### config.mk
export PLATFORM = sky130hd
export DESIGN_NAME = spsc_div_cell
export DESIGN_NICKNAME = d
export VERILOG_FILES = /design/src/design/spsc_pkg.sv /design/src/design/spsc_div_cell.sv
export SDC_FILE = /design/constraint.sdc
export NUM_CORES = 1
export LEC_CHECK = 0
export BUFFER_PORTS_ARGS = -buffer_cell sky130_fd_sc_hd__buf_2
export CORE_AREA = 3 3 341 343
export DETAILED_ROUTE_END_ITERATION = 12
export DIE_AREA = 0 0 344 346
export GPL_ROUTABILITY_DRIVEN = 0
export PLACE_DENSITY_LB_ADDON = 0.3
export SLEW_MARGIN = 20
export SYNTH_ARGS = -nofsm -noshare
export SYNTH_HDL_FRONTEND = slang
export SYNTH_SLANG_ARGS = --single-unit
### constraint.sdc
create_clock -name clk -period 1.9 [get_ports clk]
set_clock_uncertainty 0.2 [all_clocks]
set_input_delay 0.095 -clock clk [delete_from_list [all_inputs] [get_ports clk]]
set_output_delay 0.095 -clock clk [all_outputs]
set_load 0.02 [all_outputs]
### src/design/spsc_pkg.sv
// Package for smo_pair_step_clip: input/output word structs, case codes
// and widths shared by the divider cell and the top level. No dependencies.
package spsc_pkg;

	localparam int NUM_W = 66;  // g1 - g2 +/- 2.0 fits in 66 signed bits
	localparam int DEN_W = 27;  // k11 + k22 - 2*k12, signed

	localparam logic [2:0] CASE_PP   = 3'd0;
	localparam logic [2:0] CASE_PM   = 3'd1;
	localparam logic [2:0] CASE_MP   = 3'd2;
	localparam logic [2:0] CASE_MM   = 3'd3;
	localparam logic [2:0] CASE_FREE = 3'd4;

	typedef struct packed {
		logic signed [63:0] alpha_first;
		logic signed [63:0] alpha_second;
		logic               label_first_neg;
		logic               label_second_neg;
		logic        [62:0] cap_first;
		logic        [62:0] cap_second;
		logic signed [63:0] grad_sum_first;
		logic signed [63:0] grad_sum_second;
		logic        [24:0] kern_first_first;
		logic        [24:0] kern_first_second;
		logic        [24:0] kern_second_second;
	} in_word_t;

	typedef struct packed {
		logic signed [63:0] new_alpha_first;
		logic signed [63:0] new_alpha_second;
		logic signed [63:0] step_taken;
		logic               moved;
		logic        [2:0]  case_code;
		logic               degenerate;
	} out_word_t;

	// context carried alongside the divider
	typedef struct packed {
		logic               vld;
		logic               degen;
		logic               neg;
		logic signed [63:0] a1;
		logic signed [63:0] a2;
		logic               n1;
		logic               n2;
		logic        [62:0] c1;
		logic        [62:0] c2;
	} ctx_t;

	function automatic logic signed [63:0] sat64(input logic signed [129:0] v);
		logic signed [129:0] mx;
		logic signed [129:0] mn;
		begin
			mx = 130'sh7FFFFFFFFFFFFFFF;
			mn = -mx - 130'sd1;
			if (v > mx) sat64 = mx[63:0];
			else if (v < mn) sat64 = mn[63:0];
			else sat64 = v[63:0];
		end
	endfunction

endpackage

### src/design/spsc_div_cell.sv
// One restoring-division cell of the divider chain: BPC quotient bits per stage.
// Depends on spsc_pkg.
module spsc_div_cell import spsc_pkg::*; #(
	parameter int QW  = 128,
	parameter int BPC = 4
) (
	input  logic               clk,
	input  logic               arst_n,
	input  logic               en,
	input  ctx_t               ctx_in,
	input  logic [QW-1:0]      dvd_in,
	input  logic [DEN_W-1:0]   rem_in,
	input  logic [DEN_W-1:0]   den_in,
	output ctx_t               ctx_out,
	output logic [QW-1:0]      dvd_out,
	output logic [DEN_W-1:0]   rem_out,
	output logic [DEN_W-1:0]   den_out
);

	logic [DEN_W-1:0] rem_n;
	logic [QW-1:0]    dvd_n;
	logic [DEN_W:0]   trial;
	logic             vld_q;
	ctx_t             ctx_q;

	// dividend shifts left; quotient bits shift into the low end
	always_comb begin
		rem_n = rem_in;
		dvd_n = dvd_in;
		trial = '0;
		for (int b = 0; b < BPC; b++) begin
			trial = {rem_n, dvd_n[QW-1]};
			dvd_n = {dvd_n[QW-2:0], 1'b0};
			if (trial >= {1'b0, den_in}) begin
				trial = trial - {1'b0, den_in};
				dvd_n[0] = 1'b1;
			end
			rem_n = trial[DEN_W-1:0];
		end
	end

	always_ff @(posedge clk or negedge arst_n) begin
		if (!arst_n) begin
			vld_q <= 1'b0;
		end else if (en) begin
			vld_q <= ctx_in.vld;
		end
	end

	always_ff @(posedge clk) begin
		if (en) begin
			ctx_q   <= ctx_in;
			dvd_out <= dvd_n;
			rem_out <= rem_n;
			den_out <= den_in;
		end
	end

	always_comb begin
		ctx_out     = ctx_q;
		ctx_out.vld = vld_q;
	end

endmodule

==> flow_summary.yaml <==
timing:
  post-route-period-util_pct: 476.1
  hold_viol: 0
  maxSlewHeadroom_pct: 67.51
  tightest_slew_ps: 487.4
  fin_ws_ps: -7146
  period_minus_slack_ps: 9046
  whs_ps: 23.55
  finalSetupViolCount: 31
  fmax_mhz: 110.5
  slew_viol_final: 0
  rsz0062_at_grt: "yes"
detailed_routing:
  drt_first_pass_iters: 5
  vias: 21400
  ant_nets: 0
  wirelength_um: 121400
  post_drt_via_cell_ratio: 4.103
  drc: 0
  dr.first_iter.drc_count: 1275
  wire_per_inst_um: 23.27
clocking:
  cts_buffers: 53
  htreeDepth: 2
  clk_latency_ps: 620
  cts_tree: "yes"
  clk_pin_slew_worst_paths_ps: 70
  clock-sinks: 441
  cts_max_path_buffers: 3
  cts-root-buf: "clkbuf_16"
finish:
  drive_gt1_share_pct: 44.95
  areaGrowthSynthToFinish_pct: 101.3
  final_util_pct: 35.96
  nNetsFinal: 4198
min_path:
  hp-class: "in2reg"
  min_to: "dvd_out[82]"
  hp-start: "dvd_in[78]"
  hold_depth: 2
yosys:
  synth_top_family_by_area: "compound AO/OA/AOI/OAI gates"
  synthFlopType: "edfxtp_1"
  synth_area_mm2: 0.02034
  synth-simple-area-share_pct: 8.599
  synthAdderAreaFrac_pct: 7.037
  synthCells: 1498
  synth-edff-count: 440
  synth_xor_area_share_pct: 3.746
  synth_common_cells: "edfxtp_1 (440), nand2_1 (137), ha_1 (108)"
  synth_seq_area_share_pct: 65.08
  ys_warn_count: 0
  synth_async_sr_flop_share_pct: 0.2268
  syn_nets: 2054
  ys_seq_elements: 441
  synth_compound_area_share_pct: 11.99
  ys_types: 76
  syn_area_per_cell_um2: 13.58
  synth_top_area_share_pct: 64.96
  synth_area_leaders: "edfxtp_1 (65%), ha_1 (6.6%), nand2_1 (2.5%)"
  yosysMostFrequentCell: "edfxtp_1"
  synth_mux_area_share_pct: 1.446
  synth_top_area_cell: "edfxtp_1"
run_status:
  violations: "setup timing"
  status: "finished, violations left"
floorplanning:
  fp.dieArea_mm2: 0.1190
  floorplan.initialDensity_pct: 17.86
  core_area_mm2: 0.1139
  die_h_um: 346
  num_rows: 124
  die_x_um: 344
  ios: 885
worst_setup_path:
  critical_path_arrival_ps: 9220
  r2r_end: "vld_q"
  worstPathMaxFanout: 5
  critPathSlowestCell: "or4_4"
  crit_path_end_kind: "flop"
  reg2reg_slack_ps: 400
  cp_data_required_time_ps: 2080
  worstSetupStartpointType: "primary input"
  crit_type: "in2reg"
  slowest_delay_ps: 470
  reg2reg_from: "vld_q"
  reg2reg_depth: 2
pwr:
  ir_drop_uv: 1338
  power.total_mw: 61.51
  leakage_nw: 17.81
  powerDensity_mw_per_mm2: 1502
job:
  cap_violations: 0
global_route:
  grt_max_degree: 51
  gr-total-overflow: 0
  antenna_found_initial: 27
  grt_usage_pct: 19.48
  grt_pass1_wl_um: 165100
  grt_pass1_vias: 22350
placed_design:
  port_buffers: 884
  post-dp-hpwl_um: 94500
-- what timing repair did --
item                                   4_1_cts  5_1_grt
hold buffers                               730        1
buffers inserted                            39       10
setup endpoints to repair                   31       31
endpoints found under the hold margin      764        1
gates cloned                                 4        5
gates resized for setup                    110       59
pin swaps                                   39       37
-- worst max-delay path by stage --
stage | from | depth (start not counted) | to
after global placement | den_in[18] | 46 | rem_out[26]
after global routing | den_in[5] | 50 | rem_out[8]
after CTS | den_in[5] | 51 | rem_out[26]
final | den_in[5] | 47 | rem_out[26]
after detailed placement | den_in[18] | 46 | rem_out[26]
after floorplan | den_in[5] | 49 | rem_out[26]
-- worst max-delay path, delay by kind of cell --
kind,cells,cell delay (ps)
and+or+nand+nor,9,1440
buffers and inverters,8,900
adders and majority gates,4,1080
AOI/OAI and AO/OA,24,5150
muxes,2,520
-- state kept, by name (all words and copies together), names as in the netlist --
name,cells
ctx_out,258
dvd_out,128
den_out,27
rem_out,27
vld_q,1
-- area by class of cell --
cell class / instances / area, um2
inverters: 65 / 266.5
diodes: 20 / 50.05
clock buffers: 66 / 1415
well taps: 1512 / 1892
fillers: 11180 / 72930
repair buffers: 2129 / 16040
flip-flops and latches: 441 / 13240
multi-input cells: 952 / 7569
clock inverters: 31 / 474.2
-- report_power, final --
part	switching [mW]	total, mW	internal, mW	leakage (nW)
combinational	18.8	37.3	18.4	12.6
clock	4.48	11.2	6.68	0.908
sequential	0.549	13.1	12.5	4.32
-- routing by layer --
metal,global-route usage [%],up-vias,wire [um]
met2,32.73,798,57330
met4,7.583,2,5403
met5,0,-,12
li1,-,10050,-
met1,23.17,10370,48160
met3,5.969,181,10470
-- logic make-up after synthesis --
logic type,Yosys count
multiplexers,27
adder cells (fa/ha/maj),112
AO/OA/AOI/OAI,361
flip-flops,441
buffers and inverters,105
AND/OR/NAND/NOR,365
XOR/XNOR,87
-- through the flow --
step                      instance area, um2  setup slack, ps  instances  TNS, ps
after floorplan                        20770            -7567       1498  -213080
after global placement                 30410            -8648       4320  -246190
after detailed placement               30410            -8694       4320  -248100
after CTS                              40430            -7093       5181  -202040
after global routing                   40930            -7467       5209  -213950
final                                  40950            -7146       5216  -204250
-- placed cells by master, fill, tap and decap left out, drive strengths merged, types with 29 or more instances in the layout --
cell / synthesis / routed
xor2: 32 / 32
dlygate4sd3: 0 / 731
ha: 108 / 108
o21ai: 82 / 82
nor2: 54 / 54
a21oi: 99 / 99
a21o: 41 / 41
nand3: 57 / 57
inv: 65 / 68
buf: 17 / 1394
o211ai: 29 / 29
edfxtp: 440 / 440
clkbuf: 23 / 70
nand2: 137 / 137
xnor2: 55 / 55
Power figures use the tool's default switching activity.
